$ cat src/sv/nclt_pkg.sv
`timescale 1ns / 1ps

package nclt_pkg;

    localparam int CACHE_ENTRIES = 16;
    localparam int IDX_W         = (CACHE_ENTRIES > 1) ? $clog2(CACHE_ENTRIES) : 1;
    localparam int ID_W          = 32;
    localparam int TAG_W         = 32;
    localparam int SLOT_W        = 4;

    localparam logic OP_LOOKUP = 1'b0;
    localparam logic OP_CREATE = 1'b1;

    typedef logic [IDX_W-1:0] t_idx;
    typedef logic [ID_W-1:0]  t_id;
    typedef logic [TAG_W-1:0] t_tag;

    typedef struct packed {
        logic opcode;
        t_id  node_id;
    } t_in_item;

    typedef struct packed {
        logic              hit;
        logic              evicted;
        t_id               evicted_id;
        logic [SLOT_W-1:0] slot;
    } t_out_item;

    // running outcome of the scan over the entries
    typedef struct packed {
        logic match_found;
        t_idx match_idx;
        logic free_found;
        t_idx free_idx;
        logic vic_found;
        t_idx vic_idx;
        t_tag vic_tag;
        t_id  vic_id;
    } t_scan_res;

endpackage

$ cat src/sv/nclt_store.sv
`timescale 1ns / 1ps

module nclt_store (
    input  logic          i_clk,
    input  logic          i_we,
    input  nclt_pkg::t_idx i_waddr,
    input  nclt_pkg::t_id  i_wid,
    input  nclt_pkg::t_tag i_wtag,
    input  nclt_pkg::t_idx i_raddr,
    output nclt_pkg::t_id  o_rid,
    output nclt_pkg::t_tag o_rtag
);
    import nclt_pkg::*;

    t_id  mem_id  [CACHE_ENTRIES];
    t_tag mem_tag [CACHE_ENTRIES];
    t_id  r_rid;
    t_tag r_rtag;

    always_ff @(posedge i_clk) begin
        if (i_we) begin
            mem_id[i_waddr]  <= i_wid;
            mem_tag[i_waddr] <= i_wtag;
        end
    end

    always_ff @(posedge i_clk) begin
        r_rid  <= mem_id[i_raddr];
        r_rtag <= mem_tag[i_raddr];
    end

    assign o_rid  = r_rid;
    assign o_rtag = r_rtag;

endmodule

$ cat src/sv/nclt_scan.sv
`timescale 1ns / 1ps

module nclt_scan (
    input  logic               i_clk,
    input  logic               i_clear,
    input  logic               i_eval,
    input  nclt_pkg::t_idx     i_idx,
    input  logic               i_valid,
    input  nclt_pkg::t_id      i_id,
    input  nclt_pkg::t_tag     i_tag,
    input  nclt_pkg::t_id      i_key,
    output nclt_pkg::t_scan_res o_res
);
    import nclt_pkg::*;

    t_scan_res r_res;
    t_scan_res n_res;
    logic      older;

    // smaller tag wins, equal tags go to the lower identifier
    assign older = (i_tag < r_res.vic_tag) ||
                   ((i_tag == r_res.vic_tag) && (i_id < r_res.vic_id));

    always_comb begin
        n_res = r_res;
        if (i_clear) begin
            n_res.match_found = 1'b0;
            n_res.free_found  = 1'b0;
            n_res.vic_found   = 1'b0;
        end else if (i_eval) begin
            if (i_valid) begin
                if (!r_res.match_found && (i_id == i_key)) begin
                    n_res.match_found = 1'b1;
                    n_res.match_idx   = i_idx;
                end
                if (!r_res.vic_found || older) begin
                    n_res.vic_found = 1'b1;
                    n_res.vic_idx   = i_idx;
                    n_res.vic_tag   = i_tag;
                    n_res.vic_id    = i_id;
                end
            end else if (!r_res.free_found) begin
                n_res.free_found = 1'b1;
                n_res.free_idx   = i_idx;
            end
        end
    end

    always_ff @(posedge i_clk) begin
        r_res <= n_res;
    end

    assign o_res = r_res;

endmodule

$ cat src/sv/node_cache_lru_tags.sv
`timescale 1ns / 1ps

// fully associative node-id cache with lru replacement by timestamp tags.
// a beat is taken when start is high and busy is low; busy then stays high
// while one compare unit walks the entries one per cycle, through the
// registered read of the tag store, a drain state and the write-back, and
// no new beat is taken until the block is back in idle. the result beat
// shows on o_result for exactly one cycle with o_done high, on the cycle
// after the write-back; there is no way to hold it off, so the receiver
// must capture it on that edge.
module node_cache_lru_tags (
    input  logic                i_clk,
    input  logic                i_rst_n,
    input  logic                start,
    input  nclt_pkg::t_in_item  i_item,
    output logic                busy,
    output logic                o_done,
    output nclt_pkg::t_out_item o_result
);
    import nclt_pkg::*;

    typedef enum logic [3:0] {
        ST_IDLE  = 4'b0001,
        ST_SCAN  = 4'b0010,
        ST_DRAIN = 4'b0100,
        ST_WRITE = 4'b1000
    } t_state;

    t_state    r_state, n_state;
    t_idx      r_idx;              // read address issued this cycle
    t_idx      r_didx;             // index of the data coming out of the store
    logic      r_dvld;             // store read data is due for the compare unit
    logic      r_dbit;             // valid bit that goes with the read data
    logic [CACHE_ENTRIES-1:0] r_valid;
    t_tag      r_counter;
    t_in_item  r_item;
    logic      r_done;
    t_out_item r_result;

    logic      accept;
    logic      last_idx;
    t_id       rd_id;
    t_tag      rd_tag;
    t_scan_res scan;
    t_idx      target;
    t_out_item n_result;

    assign accept   = start && (r_state == ST_IDLE);
    assign last_idx = (r_idx == IDX_W'(CACHE_ENTRIES - 1));

    // sequencer: issue one read address per cycle, drain, then write back
    always_comb begin
        n_state = r_state;
        unique case (r_state)
            ST_IDLE:  if (start) n_state = ST_SCAN;
            ST_SCAN:  if (last_idx) n_state = ST_DRAIN;
            ST_DRAIN: n_state = ST_WRITE;
            ST_WRITE: n_state = ST_IDLE;
            default:  n_state = ST_IDLE;
        endcase
    end

    always_ff @(posedge i_clk) begin
        if (!i_rst_n) begin
            r_state <= ST_IDLE;
            r_dvld  <= 1'b0;
        end else begin
            r_state <= n_state;
            r_dvld  <= (r_state == ST_SCAN);
        end
    end

    always_ff @(posedge i_clk) begin
        if (accept) begin
            r_item <= i_item;
            r_idx  <= '0;
        end else if (r_state == ST_SCAN && !last_idx) begin
            r_idx <= r_idx + 1'b1;
        end
        r_didx <= r_idx;
        r_dbit <= r_valid[r_idx];
    end

    nclt_store u_store (
        .i_clk   (i_clk),
        .i_we    (r_state == ST_WRITE),
        .i_waddr (target),
        .i_wid   (r_item.node_id),
        .i_wtag  (r_counter),
        .i_raddr (r_idx),
        .o_rid   (rd_id),
        .o_rtag  (rd_tag)
    );

    nclt_scan u_scan (
        .i_clk   (i_clk),
        .i_clear (accept),
        .i_eval  (r_dvld),
        .i_idx   (r_didx),
        .i_valid (r_dbit),
        .i_id    (rd_id),
        .i_tag   (rd_tag),
        .i_key   (r_item.node_id),
        .o_res   (scan)
    );

    // pick the slot: match first, then lowest free slot, else the lru victim
    always_comb begin
        n_result            = '0;
        n_result.hit        = 1'b0;
        n_result.evicted    = 1'b0;
        n_result.evicted_id = '0;
        if (scan.match_found) begin
            target       = scan.match_idx;
            n_result.hit = (r_item.opcode == OP_LOOKUP);
        end else if (scan.free_found) begin
            target = scan.free_idx;
        end else begin
            target              = scan.vic_idx;
            n_result.evicted    = 1'b1;
            n_result.evicted_id = scan.vic_id;
        end
        n_result.slot = SLOT_W'(target);
    end

    always_ff @(posedge i_clk) begin
        if (!i_rst_n) begin
            r_valid   <= '0;
            r_counter <= '0;
            r_done    <= 1'b0;
        end else begin
            r_done <= (r_state == ST_WRITE);
            if (r_state == ST_WRITE) begin
                r_valid[target] <= 1'b1;
                r_counter       <= r_counter + 1'b1;
            end
        end
    end

    always_ff @(posedge i_clk) begin
        if (r_state == ST_WRITE) begin
            r_result <= n_result;
        end
    end

    assign busy     = (r_state != ST_IDLE);
    assign o_done   = r_done;
    assign o_result = r_result;

endmodule

$ cat config.mk
export PLATFORM = sky130hd
export DESIGN_NAME = node_cache_lru_tags
export DESIGN_NICKNAME = d
export VERILOG_FILES = /design/src/sv/nclt_pkg.sv /design/src/sv/nclt_store.sv /design/src/sv/nclt_scan.sv /design/src/sv/node_cache_lru_tags.sv
export SDC_FILE = /design/constraint.sdc
export NUM_CORES = 1
export LEC_CHECK = 0
export ABC_AREA = 0
export BUFFER_PORTS_ARGS = -buffer_cell sky130_fd_sc_hd__buf_2
export CORE_MARGIN = 2
export CORE_UTILIZATION = 59
export CTS_BUF_LIST = sky130_fd_sc_hd__clkbuf_4 sky130_fd_sc_hd__clkbuf_8
export CTS_CLUSTER_SIZE = 16
export DETAILED_ROUTE_END_ITERATION = 6
export PLACE_DENSITY = 0.78
export REMOVE_ABC_BUFFERS = 1
export SKIP_LAST_GASP = 1
export SYNTH_ARGS = -nofsm -noshare
export SYNTH_HDL_FRONTEND = slang
export SYNTH_HIERARCHICAL = 1
export SYNTH_SLANG_ARGS = --single-unit
$ cat constraint.sdc
create_clock -name i_clk -period 7.43 [get_ports i_clk]
set_clock_uncertainty 0.05 [all_clocks]
set_input_delay 1.8575 -clock i_clk [delete_from_list [all_inputs] [get_ports i_clk]]
set_output_delay 1.8575 -clock i_clk [all_outputs]
set_load 0.005 [all_outputs]
# [Word level (Yosys, flattened, before mapping)]
# Memories as Yosys holds them, arrays and structs flattened. A register that Yosys moved wholly into a read port is not among the register bits.
# Cells that the tools add are included.
# Widths: inputs -> output; s select.
[classes] eq_ne=10 order_cmp=5 reduce_logical=18 n_bitwise=5 muxes=12 add_sub_neg=2
[ops] cell="$eq 32x32->1" count=2
[ops] cell="$lt 32x32->1" count=2
[ops] cell="$mux 33" count=1
[ops] cell="$add 32x1->32 const B" count=1
[ops] cell="$mux 4" count=4
[ops] cell="$or 16x16->16" count=1
[ops] cell="$pmux 4 s3" count=1
[ops] cell="$reduce_and 4->1" count=3
[ops] cell="$lt 4x5->1 const B" count=2
[ops] cell="$eq 4x4->1 const B" count=2
[ops] cell="$reduce_and 3->1" count=2
[ops] cell="$logic_and 1x1->1" count=5
[ops] cell="$add 4x1->4 const B" count=1
[ops] cell="$bmux 1 s4" count=1
[ops] cell="$demux 1 s4" count=1
[ops] cell="$eq 4x1->1 const B" count=1
[ops] cell="$eq 4x2->1 const B" count=1
[ops] cell="$eq 4x3->1 const B" count=1
[ops] cell="$ge 4x1->1 const B" count=1
[ops] cell="$mux 1" count=4
[ops] cell="$ne 2x2->1 const B" count=2
[ops] cell="$ne 4x1->1 const B" count=1
[ops] cell="$not 1->1" count=4
[ops] cell="$reduce_and 2->1" count=2
[ops] cell="other kinds (3)" count=6
[totals] ramBits=1024 wordCells=76 inputBits=36 output_inout_bits=40 n_memories=2 register_bits=213
[memory_table] name="u_store.mem_id" depth=16 width=32 read_ports=1 rd_clocked_by_memory_dff=1 wr=1 line_no="nclt_store.sv:15" source="t_id mem_id [CACHE_ENTRIES];"
[memory_table] name="u_store.mem_tag" depth=16 width=32 read_ports=1 rd_clocked_by_memory_dff=1 wr=1 line_no="nclt_store.sv:16" source="t_tag mem_tag [CACHE_ENTRIES];"

# [Logic depth before layout (Yosys ltp)]
[logic_depth] word_depth=7 depth_mapped=8 mapped_depth_nobuf=8

# [Modules after synthesis]
# The synthesis kept the hierarchy.
[modules_own_cells] module="nclt_store" cells_per_inst=1647 instances=1 area_each_um2=39570.5 seq_area_each_um2=32030.7
[modules_own_cells] module="node_cache_lru_tags" cells_per_inst=416 instances=1 area_each_um2=5170.0 seq_area_each_um2=3393.3
[modules_own_cells] module="nclt_scan" cells_per_inst=362 instances=1 area_each_um2=4355.4 seq_area_each_um2=2342.2

# [Worst setup path after synthesis]
# Ideal clock, no wire load.
[synth_timing] path_type="reg-to-reg" startpoint="register r_state[2]" endpoint="memory u_store/mem_id[0][0] (netlist bit), enable pin" n_path_buf=2 setup_ps=565 path_slack_ps=-521 synth_period_minus_slack_ps=7951 path_stages_with_launch=7 t_arrival_ps=7336 required_ps=6815 path_cell_list="dfxtp_1 or4b_1 buf_2 inv_1 clkbuf_1 or3b_2 nor3_1"
[synth_via] elab_chain_cells=3
[synth_rtl] item="start: declaration" line_no="node_cache_lru_tags.sv:29" source="t_state r_state, n_state;"
[synth_rtl] item="start signal: assignment" line_no="node_cache_lru_tags.sv:68" source="r_state <= n_state;"
[synth_rtl] item="$eq 4x4->1" line_no="node_cache_lru_tags.sv:86" source=".i_we (r_state == ST_WRITE),"
[synth_rtl] item="$mux 1" line_no="nclt_store.sv:21" source="if (i_we) begin"
[synth_rtl] item="$mux 1 (implied by the code)" line_no="nclt_store.sv:22" source="mem_id[i_waddr] <= i_wid;"
[synth_rtl] item="end: declaration" line_no="nclt_store.sv:15"
# No other way between the ends.

# [Final worst setup path]
[layout_timing] startpoint="register r_state[2]" endpoint="memory u_store/mem_id[11][10] (netlist bit), enable pin"
# Same word-level chain as after synthesis.

==> summary.txt <==
Floorplan
  – Starting Density: 59.7%
  – Die Wd: 292 um
  – FP Rows: 105
  – Core ar.: 82200 um^2
  – I/O pin total: 76
  – Full die area: 85500 um^2
  – Die Y: 292 um

Place
  – Number of buffers inserted by port buffering: 75
  – Area after DPL: 50700 um^2
  – Dpl hpwl: 56600 um
  – Final GP Congestion: 0.817

Cells and area
  – Final nets: 2724
  – Register area: 37800 um^2
  – Final Instance Area: 55000 um^2
  – Area added between synthesis and finish: 11.9%
  – Fill count: 5062
  – Multi-input gate area: 10700 um^2
  – Share of layout cells above drive strength 1: 26.6%

Yosys
  – Post-synth top flop: edfxtp_1
  – Post-Synth XOR/XNOR Area: 0.767%
  – Adder-cell share of the synthesized area: 1.66%
  – Synth unique cells: 52
  – Async SR Flop Fraction: 0%
  – Mux cell area share after synthesis: 12.1%
  – Largest family of logic cells by synthesized area: multiplexers
  – Area fraction of the dominant cell type after synthesis: 71.6%
  – Post-synth EDFFs: 1171
  – Synthesis Warnings: 6
  – Mapped cell area: 49100 um^2
  – Syn avg cell area: 20.2 um^2
  – Synth top area cells: edfxtp_1 (72%), mux4_2 (12%), dfxtp_1 (5.3%), a22oi_1 (2.0%), ha_1 (1.7%)
  – Compound-Gate Fraction of Synth Area: 3.53%
  – Synthesized flop and latch total: 1301
  – Area leader, netlist: edfxtp_1
  – Syn Inst Count: 2425
  – Register area share after synthesis: 76.9%
  – Post-synthesis simple-gate area fraction: 3.38%

Worst setup path
  – Setup crit end kind: flop
  – Reg-to-reg startpoint: r_state[2]
  – Crit-path slowest cell: nor2_4
  – WP data arrival: 5.01 ns
  – Crit start category: flop
  – Peak fanout along the critical path: 53
  – Reg2Reg Setup Slack: 2.79 ns
  – Worst path max stage delay: 0.95 ns
  – CP Class: flop to flop
  – Register-to-Register Path Depth: 6
  – Reg2reg end: u_store/mem_id[11][10]
  – Cell chain of the critical path: or4b_1 > inv_2 > buf_4 > nand3b_1 > nor2_4 > buf_4
  – Buffers plus inverters on the worst setup path: 3
  – CP delay by family, top: simple AND/OR/NAND/NOR gates
  – Cell mode on critical path: buf_4
  – Worst path required time: 7.80 ns

Detailed routing
  – Vias: 24620
  – Post-DR vias/cell: 6.37
  – DR iter-0 viols: 2667
  – Drt first pass iters: 5
  – Routed len/inst: 27.0 um
  – Final WL: 104000 um
  – Antenna viol nets, final: 0
  – DRC errors left: 0

Power
  – PwrDens: 264 nW/um^2
  – Static leakage: 17.8 nW
  – VDD IR max: 0.000177 V

Clocking
  – CTS tree: done
  – Post_cts resized: 0
  – Post-CTS setup buffers: 0
  – CTS Hold Bufs: 0
  – Total CTS buffers: 195
  – CTS clk-pin slew, worst paths: 0.07 ns
  – Root Buffer: clkbuf_8
  – H-tree depth: 4
  – Clock latency on the worst-skew pair: 0.85 ns
  – Clk sinks: 1301
  – Clock Path Buffers: 3

Worst hold path
  – Hold Path Stages: 0
  – Hold EP: u_scan/o_res[48]
  – Hold Path Origin: u_store/o_rtag[16]
  – HP Class: flop to flop

STA
  – Final worst-path cycle share: 62.5%
  – Worst Tran Pin Value: 1.16 ns
  – Final-report setup violation count: 0
  – Crit path time final: 4.64 ns
  – Fmax: 215 MHz
  – Slew HR: 22.3%
  – Final Max Slew Viols: 0
  – Final hold viol count: 0
  – RSZ-0062 raised after global routing: false
  – Hold slack: 0.386 ns

Outcome
  – Status: complete, no violations

Global routing
  – Vias in the first global route: 25997
  – GRT Util Overall: 24.9%
  – Total gr overflow: 0
  – Initial antenna violation count: 3
  – Largest net degree at the start of global routing: 133
  – First-pass GRT wire length: 157000 um

Run
  – Max-cap violations: 0
-- worst register-to-register path, delay by kind of cell (launching register included) --
| kind | cells | cell delay [ns] |
|---|---|---|
| buffers and inverters | 3 | 1.50 |
| flip-flops | 1 | 0.38 |
| AND/OR/NAND/NOR | 3 | 2.24 |
-- sequential cells by signal, indices dropped and copies added (netlist names) --
signal	cells
u_store/mem_id	512
u_store/mem_tag	512
u_scan/o_res	79
o_result	38
r_item	33
r_counter	32
u_store/o_rid	32
u_store/o_rtag	32
r_valid	16
r_didx	4
r_idx	4
r_state	4
o_done	1
r_dbit	1
r_dvld	1
-- layout by cell type (no fill, tap or decap), types with 9 or more instances in the layout --
cell type | netlist | routed
o21ai_0 | 18 | 18
or4_1 | 18 | 18
buf_2 | 9 | 75
a21oi_1 | 50 | 50
nor2_4 | 0 | 13
nand3_1 | 27 | 27
nand2_1 | 99 | 99
mux4_2 | 261 | 261
clkinv_1 | 3 | 33
a22oi_1 | 128 | 128
nor3_1 | 14 | 9
xor2_1 | 31 | 31
inv_1 | 72 | 71
buf_4 | 19 | 31
xnor2_1 | 12 | 12
o21a_1 | 15 | 15
nor4_1 | 21 | 21
and2_1 | 39 | 38
clkbuf_8 | 0 | 227
clkbuf_4 | 0 | 66
edfxtp_1 | 1171 | 1171
nor2_1 | 36 | 22
dfxtp_1 | 130 | 128
ha_1 | 65 | 65
nand4_1 | 23 | 23
o31ai_1 | 18 | 18
clkinv_2 | 0 | 26
-- cells in the mapped netlist (6+ instances only) --
cell / n
nor2_1: 36
mux4_2: 261
buf_6: 6
nand2_1: 99
nor4_1: 21
nor2b_1: 6
a21oi_1: 50
xor2_1: 31
buf_2: 9
ha_1: 65
nor3_1: 14
clkbuf_1: 55
xnor2_1: 12
edfxtp_1: 1171
nand3_1: 27
buf_1: 20
o21a_1: 15
o31ai_1: 18
o21ai_0: 18
nand4_1: 23
buf_4: 19
and2_1: 39
and4_1: 6
inv_1: 72
or4_1: 18
a22oi_1: 128
dfxtp_1: 130
or3_1: 6
-- how the worst max path moves through the flow --
stage,start,endpoint,slack [ns],depth (start not counted)
2_1_floorplan,r_idx[0],r_idx[0],-4.62,5
3_3_place_gp,start,u_scan/o_res[9],2.94,9
3_5_place_dp,start,u_scan/o_res[9],2.86,9
4_1_cts,r_state[2],u_store/mem_tag[15][24],2.86,6
5_1_grt,r_state[2],u_store/mem_id[11][10],2.67,6
6_report,r_state[2],u_store/mem_id[11][10],2.79,6
-- per-stage QoR --
stage               util [%]  power, mW  TNS [ns]  cells  setup WS, ns
finish                  66.8       14.5         0   3865          2.79
global placement        61.7       8.59         0   3496          2.94
detailed placement      61.7       8.60         0   3496          2.86
global route            66.8       15.0         0   3865          2.67
CTS                     66.8       14.6         0   3864          2.86
floorplan                  -       8.58   -322.45   2316         -4.62
-- logic make-up (layout without fill, tap and decap cells) --
group	after synthesis	in the layout
flip-flops	1301	1301
AND/OR/NAND/NOR	314	314
multiplexers	265	265
AO/OA/AOI/OAI	252	252
buffers and inverters	185	554
adder cells (fa/ha/maj)	65	65
XOR/XNOR	43	43
other	0	1
-- final cells by class --
| cell class | instances | area share (%) |
|---|---|---|
| Tap cell | 1070 | 2.44 |
| Timing Repair Buffer | 110 | 1.25 |
| Clock inverter | 75 | 1.08 |
| Clock buffer | 293 | 6.59 |
| Sequential cell | 1301 | 68.7 |
| Antenna cell | 1 | 0.00455 |
| Inverter | 76 | 0.519 |
| Multi-Input combinational cell | 939 | 19.4 |
-- where the power goes --
group | internal [mW] | switching (mW) | total [mW]
clock | 3.36 | 2.72 | 6.08
combinational | 0.196 | 0.183 | 0.379
sequential | 7.97 | 0.0943 | 8.06
-- layer usage --
layer / vias up / GRT usage, % / share of wire, % / wire (um)
met1: 12837 / 32.9 / 38 / 40100
met3: 230 / 5.27 / 8.1 / 8480
met4: 4 / 9.43 / 3.1 / 3250
met2: 1181 / 41.2 / 50 / 52400
met5: - / 0 / 0.029 / 30
li1: 10368 / - / - / -
No activity file was read; power rests on OpenSTA's default activity.
